**src/rtl/core/two_level_lru_cache_model_top_defines.svh**
```systemverilog
// Assertion macros for the two-level LRU cache model.
// Included by the top level; depends on clk and rst in the including scope.
`ifndef TWO_LEVEL_LRU_CACHE_MODEL_TOP_DEFINES_SVH
`define TWO_LEVEL_LRU_CACHE_MODEL_TOP_DEFINES_SVH
`ifndef SYNTHESIS
`define TLLC_ASSERT_IMPL(lbl, ante, cons) \
  lbl: assert property (@(posedge clk) disable iff (rst) (ante) |-> (cons)) \
    else $error("implication check failed");
`define TLLC_ASSERT_NEXT(lbl, ante, cons) \
  lbl: assert property (@(posedge clk) disable iff (rst) (ante) |=> (cons)) \
    else $error("next-cycle check failed");
`else
`define TLLC_ASSERT_IMPL(lbl, ante, cons)
`define TLLC_ASSERT_NEXT(lbl, ante, cons)
`endif
`endif

```
**src/rtl/core/tllc_ram.sv**
```systemverilog
// Generic single-port-write, single-port-read synchronous RAM with registered read data.
// Used for the tag and LRU rows of both cache levels; no dependencies.
`timescale 1ns / 1ps
module tllc_ram #(
  parameter int WIDTH = 8,
  parameter int DEPTH = 16
) (
  input  logic                     clk,
  input  logic                     re,
  input  logic [$clog2(DEPTH)-1:0] raddr,
  output logic [WIDTH-1:0]         rdata,
  input  logic                     we,
  input  logic [$clog2(DEPTH)-1:0] waddr,
  input  logic [WIDTH-1:0]         wdata
);
  logic [WIDTH-1:0] mem [DEPTH];

  always_ff @(posedge clk) begin
    if (we) begin
      mem[waddr] <= wdata;
    end
    if (re) begin
      rdata <= mem[raddr];
    end
  end
endmodule

```
**config.mk**
```make
export PLATFORM = sky130hd
export DESIGN_NAME = tllc_ram
export DESIGN_NICKNAME = d
export VERILOG_FILES = /design/src/rtl/core/two_level_lru_cache_model_top_defines.svh /design/src/rtl/core/tllc_ram.sv
export SDC_FILE = /design/constraint.sdc
export NUM_CORES = 1
export LEC_CHECK = 0
export ABC_AREA = 1
export BUFFER_PORTS_ARGS = -buffer_cell sky130_fd_sc_hd__buf_4
export CORE_MARGIN = 8
export CORE_UTILIZATION = 48
export CTS_CLUSTER_DIAMETER = 120
export DETAILED_ROUTE_END_ITERATION = 16
export HOLD_SLACK_MARGIN = 0.02
export PLACE_DENSITY = 0.62
export SLEW_MARGIN = 0
export SYNTH_ARGS = -nofsm -noshare
export SYNTH_HDL_FRONTEND = slang
export SYNTH_SLANG_ARGS = --single-unit
```
**constraint.sdc**
```tcl
create_clock -name clk -period 2.5 [get_ports clk]
set_clock_uncertainty 0.1 [all_clocks]
set_input_delay 0.25 -clock clk [delete_from_list [all_inputs] [get_ports clk]]
set_output_delay 0.25 -clock clk [all_outputs]
set_load 0.02 [all_outputs]
```
==> reports/qor.csv, run 1 <==
stage;metric;value;unit
status;outcome;completed;
pwr;pwr/cell area;783;mW/mm2
grt;grt ovf;0;
logic_synthesis;register area share after synthesis;0.698;
worst_setup_path;Arr. time, crit path;1.54;ns
layout;filler instances;1021;
floorplanning;die width;126;um
worst_setup_path;kind of critical path;in2reg;
floorplanning;Starting Density;0.489;
cts;CTS tree;done;
worst_setup_path;R2R Path Start;mem[1][4];
place;Cells after DPL;707;
layout;fin nets;599;
layout;Diodes inserted;0;
place;RePlAce Congestion;0.812;
layout;final std cells w/o fill;739;
cts;CTS Buffer Depth;2;
pwr;Design Power;5220;uW
floorplanning;core area;0.0120;mm2
sta;TNS Setup;0;ns
layout;area of the multi-input gates;0.00121;mm2
place;dpl cell area;0.00612;mm2
worst_hold_path;min-delay src;wdata[2];
sta;Final setup viols;0;
sta;Final Hold Vio Count;0;
logic_synthesis;Post-Synthesis Cells;551;
worst_hold_path;hold path depth;1;
worst_setup_path;R2R Path End;rdata[4];
routing;Detailed Route Iter0 Violations;453;
grt;first-pass GRT wire length;21.1;mm
place;Detail Placement HPWL;8.04;mm
grt;vias in the first global route;3815;
sta;fin crit share;0.586;
grt;initial antenna violation count;0;
worst_hold_path;Hold/Removal Path Class;in2reg;
routing;routed vias;3818;
logic_synthesis;Mapped Nets;570;
layout;post-route cell area;0.00668;mm2
cts;clk_lat worst skew;0.42;ns
worst_setup_path;FF-to-FF path depth;6;
floorplanning;IO Pins;27;
worst_setup_path;crit-path max FO;33;
layout;layout cell share with drive strength beyond 1;0.103;
pwr;Pleak;0.00287;uW
pwr;peak supply drop;504;uV
sta;Final Max Tran Viols;0;
routing;Post-DRT Antenna Nets;0;
cts;clock sinks;136;
sta;Worst Tran Pin Value;0.963;ns
worst_setup_path;Worst Path Required;2.58;ns
layout;register area;0.00408;mm2
worst_setup_path;Worst Setup End Kind;flop;
logic_synthesis;Avg Cell Area, Syn;10.6;um2
job;max-cap check violation count;0;
routing;drt total wl;13.3;mm
sta;maximum clock rate;682;MHz
worst_setup_path;Startpoint Class;primary input;
logic_synthesis;Mapped Area;0.00585;mm2
floorplanning;cell row count;40;
routing;# DRC;0;
sta;Max transition margin;0.356;
cts;H-tree depth;4;
sta;RSZ-0062 raised after global routing;false;
routing;drt first pass iters;5;
floorplanning;die area;0.0160;mm2
place;number of buffers added on ports;26;
floorplanning;die height;126;um
logic_synthesis;Yosys warnings;0;
cts;post-CTS resize count;0;
routing;wire per inst;18.1;um
cts;CTS Buf Count;17;
grt;total track usage;0.180;
logic_synthesis;library cells used by synthesis;11;
routing;vias per inst;5.17;
grt;largest net degree at the start of global routing;65;
logic_synthesis;number of synthesized register bits;136;
layout;Synth-to-Final Area Change;14.2;%
cts;CTS root buffer;clkbuf_16;
worst_setup_path;R2R Setup Slk;1.20;ns
worst_hold_path;hold-critical path endpoint;mem[11][2];
cts;postcts setup bufs;0;
cts;CTS clk-pin slew, worst paths;0.06;ns
sta;fin crit period;1.47;ns
worst_setup_path;CP Launch Point;raddr[1];
==> kinds of logic (layout without fill, tap and decap cells) <==
logic type	after synthesis	in the layout	share of synthesized area
buf+inv	126	167	0.0939
flops	136	136	0.698
simple gates	289	289	0.208
==> how the worst max path moves through the flow <==
stage | cells after the start | slack (ns) | to
finish | 6 | 1.03 | rdata[2]
global route | 8 | 0.99 | rdata[2]
CTS | 6 | 1.06 | rdata[2]
detailed placement | 6 | 0.61 | rdata[2]
global placement | 7 | 0.61 | rdata[2]
floorplan | 2 | 1.20 | mem[10][0]
==> per-stage QoR <==
stage               hold WS [ns]   util  setup slack [ns]
CTS                       0.0595  0.558              1.06
global route              0.0627  0.558             0.985
floorplan                  0.249      -              1.20
finish                    0.0732  0.558              1.03
global placement           0.465  0.512             0.609
detailed placement         0.463  0.512             0.607
==> Yosys cell counts (all sizes together) <==
cell type,instances,area (um2)
nand3,97,485
nand3b,2,15.0
nand2,173,649
buf,24,166
inv,102,383
edfxtp,136,4080
nor2,17,63.8
==> cells in the final DEF (no fill, tap or decap) <==
cell type      instances
clkbuf_1               1
inv_2                  2
nand3_1               97
nor2_1                17
buf_4                 32
edfxtp_1             136
clkinv_1               4
clkinvlp_4             1
nand2_1              173
clkinv_2               6
clkbuf_16             17
bufinv_16              2
dlygate4sd3_1          1
nand3b_1               2
buf_12                 1
inv_1                100
==> timing repair <==
item | in CTS | in global routing
endpoints found under the hold margin | 8 | 0
hold buffers | 1 | 0
setup endpoints to repair | 0 | 0
==> layer usage <==
metal,track usage,routed length (um),vias up,part of all wire
met5,0,0,-,0
met4,0.0835,247,0,0.019
met3,0.0561,772,21,0.058
met2,0.270,6260,120,0.47
met1,0.233,6060,1836,0.45
li1,-,-,1841,-
==> power by group <==
group          leakage [uW]  switching (uW)  internal, uW
Combinational       0.00136             228          97.5
Clock              0.000269             884          1430
Sequential          0.00124            14.4          2570
==> worst max-delay path, stage by stage <==
cell	delay, ns
buf_4	0.34
inv_2	0.37
nand3_1	0.21
nand3_1	0.15
nand3_1	0.14
nand2_1	0.06
==> layout make-up <==
type | count | share of cell area
repair buffers | 34 | 0.0405
inverters | 102 | 0.0573
well taps | 147 | 0.0275
clock buffers | 18 | 0.0643
flip-flops and latches | 136 | 0.612
multi-input cells | 289 | 0.182
clock inverters | 13 | 0.0169
==> state kept, by name, summed over array words and instances, names as in the netlist <==
name	cells
rdata	8
mem	128
(Power assumes the default switching activity.)
==> run 2, diff against run 1 <==
Settings changed: ABC_AREA 1 to 0, PLACE_DENSITY 0.62 to 0.64.
Clock period 2.5 ns to 1.2 ns, I/O delays scaled along.
==> reports/qor.csv, run 2 <==
stage;metric;value;unit;change
sta;post-route setup slack;-0.354;ns;-1.39 ns
logic_synthesis;fraction of registers with async set/reset;0;;unchanged
logic_synthesis;Avg Cell Area, Syn;22.8;um2;+120%
grt;first-pass GRT wire length;15.8;mm;-25%
routing;drt total wl;10.2;mm;-23%
job;max-cap check violation count;0;;unchanged
pwr;Pleak;0.00221;uW;-23%
logic_synthesis;Mapped Area;0.00523;mm2;-11%
sta;Final setup viols;16;;+16
logic_synthesis;Yosys warnings;0;;unchanged
layout;Synth-to-Final Area Change;26.0;%;
sta;Max transition margin;0.424;;+0.0678
worst_setup_path;Worst path slowest cell;mux4_2;;
logic_synthesis;Mapped Nets;248;;-56%
sta;RSZ-0062 raised after global routing;true;;
layout;area of the multi-input gates;0.00108;mm2;-11%
layout;Largest regs;mem: 128 flops, rdata: 8 flops;;
worst_setup_path;WP buf/inv;0;;-2
worst_hold_path;Hold/Removal Path Class;in2reg;;
status;outcome;finished, violations left;;
layout;post-route cell area;0.00659;mm2;-1.3%
cts;CTS Buf Count;17;;unchanged
worst_setup_path;Startpoint Class;flop;;
sta;WHS;0.0693;ns;-0.00388 ns
floorplanning;die width;120;um;-4.8%
layout;layout cell share with drive strength beyond 1;0.402;;+0.299
cts;clock sinks;136;;unchanged
cts;CTS clk-pin slew, worst paths;0.06;ns;about the same
logic_synthesis;number of synthesized register bits;136;;unchanged
floorplanning;IO Pins;27;;unchanged
layout;Top reg by flops;mem;;
layout;filler instances;764;;-25%
routing;Post-DRT Antenna Nets;0;;unchanged
cts;CTS Buffer Depth;2;;unchanged
logic_synthesis;top post-synthesis cells by area;edfxtp_1 (78%), mux4_2 (7.8%), mux4_1 (7.0%), a22oi_1 (2.3%), nor2_1 (0.93%);;
cts;CTS root buffer;clkbuf_8;;
logic_synthesis;post-synthesis xor/xnor area fraction;0;;unchanged
place;dpl cell area;0.00578;mm2;-5.7%
worst_setup_path;Arr. time, crit path;1.71;ns;+0.17 ns
worst_setup_path;crit-path max FO;1;;-97%
logic_synthesis;share of the synthesized area in the top cell type;0.781;;+0.0828
logic_synthesis;largest family of logic cells by synthesized area;multiplexers;;
floorplanning;die area;0.0145;mm2;-9.3%
logic_synthesis;Synth Area in Adders;0;;unchanged
sta;fin crit period;1.55;ns;
routing;# DRC;0;;unchanged
routing;routed vias;2467;;-35%
pwr;pwr/cell area;1800;mW/mm2;+130%
grt;grt ovf;0;;unchanged
grt;largest net degree at the start of global routing;17;;-74%
logic_synthesis;library cells used by synthesis;18;;+7
logic_synthesis;Post-synth top flop;edfxtp_1;;
worst_setup_path;kind of critical path;reg2reg;;
logic_synthesis;post-synthesis compound-gate area fraction;0.0230;;+0.0230
worst_setup_path;delay of the slowest cell on the worst path;0.49;ns;+0.12 ns
grt;vias in the first global route;2572;;-33%
floorplanning;Starting Density;0.486;;-0.00231
logic_synthesis;Post-Synthesis Cells;229;;-58%
logic_synthesis;post-synthesis mux area share;0.148;;+0.148
grt;initial antenna violation count;0;;unchanged
worst_setup_path;Worst Path Required;1.35;ns;-1.23 ns
logic_synthesis;most frequent cell after synthesis;edfxtp_1;;
layout;most frequent cells in the layout;edfxtp_1 (136), buf_4 (37), mux4_2 (32), clkbuf_16 (16), a22oi_1 (11);;
routing;drt first pass iters;4;;-1
status;failing checks;negative setup slack;;
pwr;Design Power;11900;uW;+130%
logic_synthesis;cell taking the most area after synthesis;edfxtp_1;;
sta;Final Hold Vio Count;0;;unchanged
logic_synthesis;simple-gate share of the synthesized area;0.0314;;-0.176
floorplanning;die height;120;um;-4.8%
sta;Worst Tran Pin Value;0.862;ns;-0.101 ns
place;RePlAce Congestion;0.734;;-9.6%
routing;Detailed Route Iter0 Violations;222;;-51%
floorplanning;cell row count;38;;-5.0%
layout;commonest non-fill, non-tap cell in the layout;edfxtp_1;;
place;Cells after DPL;410;;-42%
grt;total track usage;0.153;;-0.0269
place;number of buffers added on ports;26;;unchanged
layout;max reg flops;128;;unchanged
cts;CTS tree;done;;
place;Detail Placement HPWL;6.50;mm;-19%
floorplanning;core area;0.0107;mm2;-10%
worst_setup_path;worst path cell trace;mux4_2, a22oi_2, nand2_1;;
layout;register area;0.00408;mm2;unchanged
cts;H-tree depth;4;;unchanged
layout;fin nets;317;;-47%
sta;maximum clock rate;644;MHz;
layout;final std cells w/o fill;451;;-39%
pwr;peak supply drop;998;uV;+98%
worst_setup_path;CP delay by family, top;multiplexers;;
logic_synthesis;register area share after synthesis;0.781;;+0.0828
logic_synthesis;Post-synth EDFFs;136;;unchanged
worst_setup_path;Worst Setup End Kind;flop;;
routing;vias per inst;5.47;;+5.9%
sta;Final Max Tran Viols;0;;unchanged
routing;wire per inst;22.7;um;+26%
logic_synthesis;synth cell count leaders;edfxtp_1 (136), mux4_2 (18), a22oi_1 (16), mux4_1 (14), nor2_1 (13);;
sta;fin crit share;1.29;;
worst_setup_path;R2R Setup Slk;-0.35;ns;-1.55 ns
layout;Diodes inserted;0;;unchanged
cts;clk_lat worst skew;0.51;ns;+0.09 ns
-- run 2: worst paths after layout --
path               endpoint  cells after the start  startpoint
setup / recovery   rdata[7]                      3   mem[3][7]
hold / removal    mem[3][7]                      3    waddr[3]
setup reg to reg   rdata[7]                      3   mem[3][7]
hold reg to reg    rdata[5]                      3  mem[15][5]
-- run 2: cell type report --
type / count / area share
repair buffers: 60 / 0.0877
well taps: 140 / 0.0266
clock inverters: 14 / 0.0384
clock buffers: 18 / 0.0634
multi-input cells: 83 / 0.164
flip-flops and latches: 136 / 0.620
-- run 2: cell families after synthesis --
family | after synthesis
buffers and inverters | 10
AOI/OAI and AO/OA | 16
DFF | 136
and+or+nand+nor | 35
muxes | 32
-- run 2: stage by stage --
step           setup TNS [ns]   util  setup slack [ns]
2_1_floorplan           -3.15      -            -0.220
3_3_place_gp           -23.45  0.538            -0.546
3_5_place_dp           -25.77  0.538            -0.542
4_1_cts                 -3.30  0.613            -0.363
5_1_grt                 -3.89  0.613            -0.390
6_report                -2.92  0.613            -0.354
-- run 2: worst register-to-register path, cell delays in order (launching register included) --
cell      delay (ns)
edfxtp_1        0.36
mux4_2          0.49
a22oi_2         0.24
nand2_1         0.11
-- run 2: what timing repair did --
item / in CTS / in global routing
hold buffers: 9 / 0
pin swaps: 3 / 1
gates resized for setup: 13 / 1
setup endpoints to repair: 16 / 16
buffers inserted: 0 / 0
hold endpoints to repair: 136 / 0
-- run 2: where the power goes --
| part | internal, uW | total [uW] | switching (uW) |
|---|---|---|---|
| clock | 3980 | 5830 | 1840 |
| sequential | 5350 | 5390 | 33.3 |
| combinational | 314 | 646 | 332 |
| total | 9650 | 11900 | 2210 |
-- run 2: metal layers --
layer  GRT usage  part of all wire
met3      0.0531             0.050
met4      0.0562             0.010
met5           0                 0
met2       0.238              0.50
met1       0.195              0.44
==> run 3, diff against run 2 <==
Settings changed: CELL_PAD_IN_SITES_DETAIL_PLACEMENT from default to 1, CELL_PAD_IN_SITES_GLOBAL_PLACEMENT from default to 1, PLACE_DENSITY 0.64 to 0.71.
==> reports/qor.csv, run 3 (same netlist as run 2, synthesis figures left out) <==
stage;metric;value;unit;change
status;outcome;finished, violations left;;
status;failing checks;negative setup slack;;
layout;layout cell share with drive strength beyond 1;0.415;;+0.0126
worst_setup_path;Startpoint Class;flop;;
floorplanning;Starting Density;0.486;;unchanged
worst_setup_path;worst path cell trace;mux4_2, a22oi_1, nand2_1;;
sta;maximum clock rate;655;MHz;+1.8%
sta;Final Hold Vio Count;0;;unchanged
cts;H-tree depth;4;;unchanged
grt;total track usage;0.174;;+0.0214
worst_setup_path;kind of critical path;reg2reg;;
sta;fin crit period;1.53;ns;-0.0271 ns
grt;grt ovf;0;;unchanged
cts;CTS Buf Count;17;;unchanged
sta;Final Max Tran Viols;0;;unchanged
place;Cells after DPL;415;;+1.2%
worst_setup_path;CP Launch Point;mem[2][3];;
routing;vias per inst;5.64;;+3.1%
routing;wire per inst;25.5;um;+13%
sta;fin crit share;1.27;;-0.0226
pwr;pwr/cell area;1680;mW/mm2;-6.4%
pwr;Pleak;0.00220;uW;-0.31%
sta;RSZ-0062 raised after global routing;true;;
place;pre-CTS WS;-0.510;ns;+0.0324 ns
worst_setup_path;crit-path max FO;1;;unchanged
worst_hold_path;Hold/Removal Path Class;in2reg;;
cts;CTS tree;done;;
worst_hold_path;hold path depth;4;;+1
layout;max reg flops;128;;unchanged
worst_setup_path;FF-to-FF path depth;3;;unchanged
place;Detail Placement HPWL;7.40;mm;+14%
worst_setup_path;R2R Path Start;mem[2][3];;
grt;largest net degree at the start of global routing;17;;unchanged
layout;Synth-to-Final Area Change;26.2;%;
routing;drt total wl;11.6;mm;+14%
layout;final std cells w/o fill;456;;+1.1%
layout;area of the multi-input gates;0.00109;mm2;+0.46%
floorplanning;cell row count;38;;unchanged
worst_setup_path;delay of the slowest cell on the worst path;0.46;ns;-0.03 ns
layout;commonest non-fill, non-tap cell in the layout;edfxtp_1;;
sta;Max transition margin;0.270;;-0.154
cts;CTS root buffer;clkbuf_8;;
worst_setup_path;Arr. time, crit path;1.69;ns;-0.02 ns
worst_setup_path;Worst Setup End Kind;flop;;
cts;clk_lat worst skew;0.52;ns;about the same
routing;routed vias;2571;;+4.2%
place;number of buffers added on ports;26;;unchanged
pwr;peak supply drop;1070;uV;+6.7%
worst_hold_path;min-delay src;waddr[1];;
floorplanning;IO Pins;27;;unchanged
cts;CTS Buffer Depth;2;;unchanged
layout;Largest regs;mem: 128 flops, rdata: 8 flops;;
grt;vias in the first global route;2848;;+11%
cts;clock sinks;136;;unchanged
layout;Top reg by flops;mem;;
sta;Final setup viols;16;;unchanged
sta;Worst Tran Pin Value;1.09;ns;+0.230 ns
layout;fin nets;322;;+1.6%
routing;drt first pass iters;4;;unchanged
job;max-cap check violation count;0;;unchanged
cts;postcts setup bufs;0;;unchanged
layout;most frequent cells in the layout;edfxtp_1 (136), buf_4 (37), mux4_2 (32), clkbuf_16 (16), buf_12 (11);;
layout;filler instances;913;;+20%
grt;first-pass GRT wire length;17.7;mm;+12%
routing;Post-DRT Antenna Nets;0;;unchanged
routing;# DRC;0;;unchanged
worst_setup_path;Worst Path Required;1.37;ns;+0.02 ns
layout;Diodes inserted;0;;unchanged
floorplanning;die width;120;um;unchanged
floorplanning;core area;0.0107;mm2;unchanged
floorplanning;die area;0.0145;mm2;unchanged
grt;initial antenna violation count;0;;unchanged
place;RePlAce Congestion;0.770;;+4.9%
sta;post-route setup slack;-0.327;ns;+0.0271 ns
worst_setup_path;Worst path slowest cell;mux4_2;;
floorplanning;die height;120;um;unchanged
sta;WHS;0.0539;ns;-0.0154 ns
layout;register area;0.00408;mm2;unchanged
routing;Detailed Route Iter0 Violations;195;;-12%
cts;CTS clk-pin slew, worst paths;0.06;ns;about the same
## run 3: cell count changes in the layout (fill, tap and decap cells not counted)
cell	delta
bufinv_16	-4
clkinv_2	+2
a22oi_2	+1
buf_12	+5
clkinvlp_4	+2
a22oi_1	-1
## run 3: repair_timing
action / CTS / global route
hold buffers: 9 / 0
endpoints found under the hold margin: 136 / 0
pin swaps: 5 / 3
gates resized for setup: 15 / 0
endpoints found under the setup margin: 16 / 16
## run 3: metal layers
metal  part of all wire  global-route usage  vias up
li1                   -                   -     1116
met5                  0                   0        -
met2               0.49               0.271       90
met3              0.069              0.0592       13
met4              0.015              0.0796        0
met1               0.43               0.218     1352
## run 3: cell type report
type / instances / area share
clock buffers: 18 / 0.0633
well taps: 140 / 0.0265
clock inverters: 14 / 0.0239
multi-input cells: 83 / 0.165
repair buffers: 65 / 0.103
flip-flops and latches: 136 / 0.619
## run 3: final timing paths
kind	end	slack, ns
max	rdata[3]	-0.33
max reg2reg	rdata[3]	-0.33
min	mem[0][0]	0.05
min reg2reg	rdata[0]	0.66
## run 3: power breakdown
part | total [uW] | internal (uW) | switching [uW]
clock | 5040 | 3130 | 1910
combinational | 680 | 332 | 348
sequential | 5390 | 5350 | 37.8
total | 11100 | 8820 | 2290
## run 3: stage by stage
step | util | area (um2) | total power [uW] | setup TNS, ns
floorplan | - | 5260 | 5810 | -3.15
global placement | 0.547 | 5880 | 6090 | -22.51
detailed placement | 0.547 | 5880 | 6120 | -25.99
CTS | 0.614 | 6600 | 11200 | -3.53
global route | 0.614 | 6600 | 11500 | -4.03
finish | 0.614 | 6600 | 11100 | -3.15
## run 3: worst max-delay path, delay by kind of cell, from the launching register on
family             cells  cell delay, ns
muxes                  1            0.46
DFF                    1            0.36
AOI/OAI and AO/OA      1            0.25
and+or+nand+nor        1            0.10
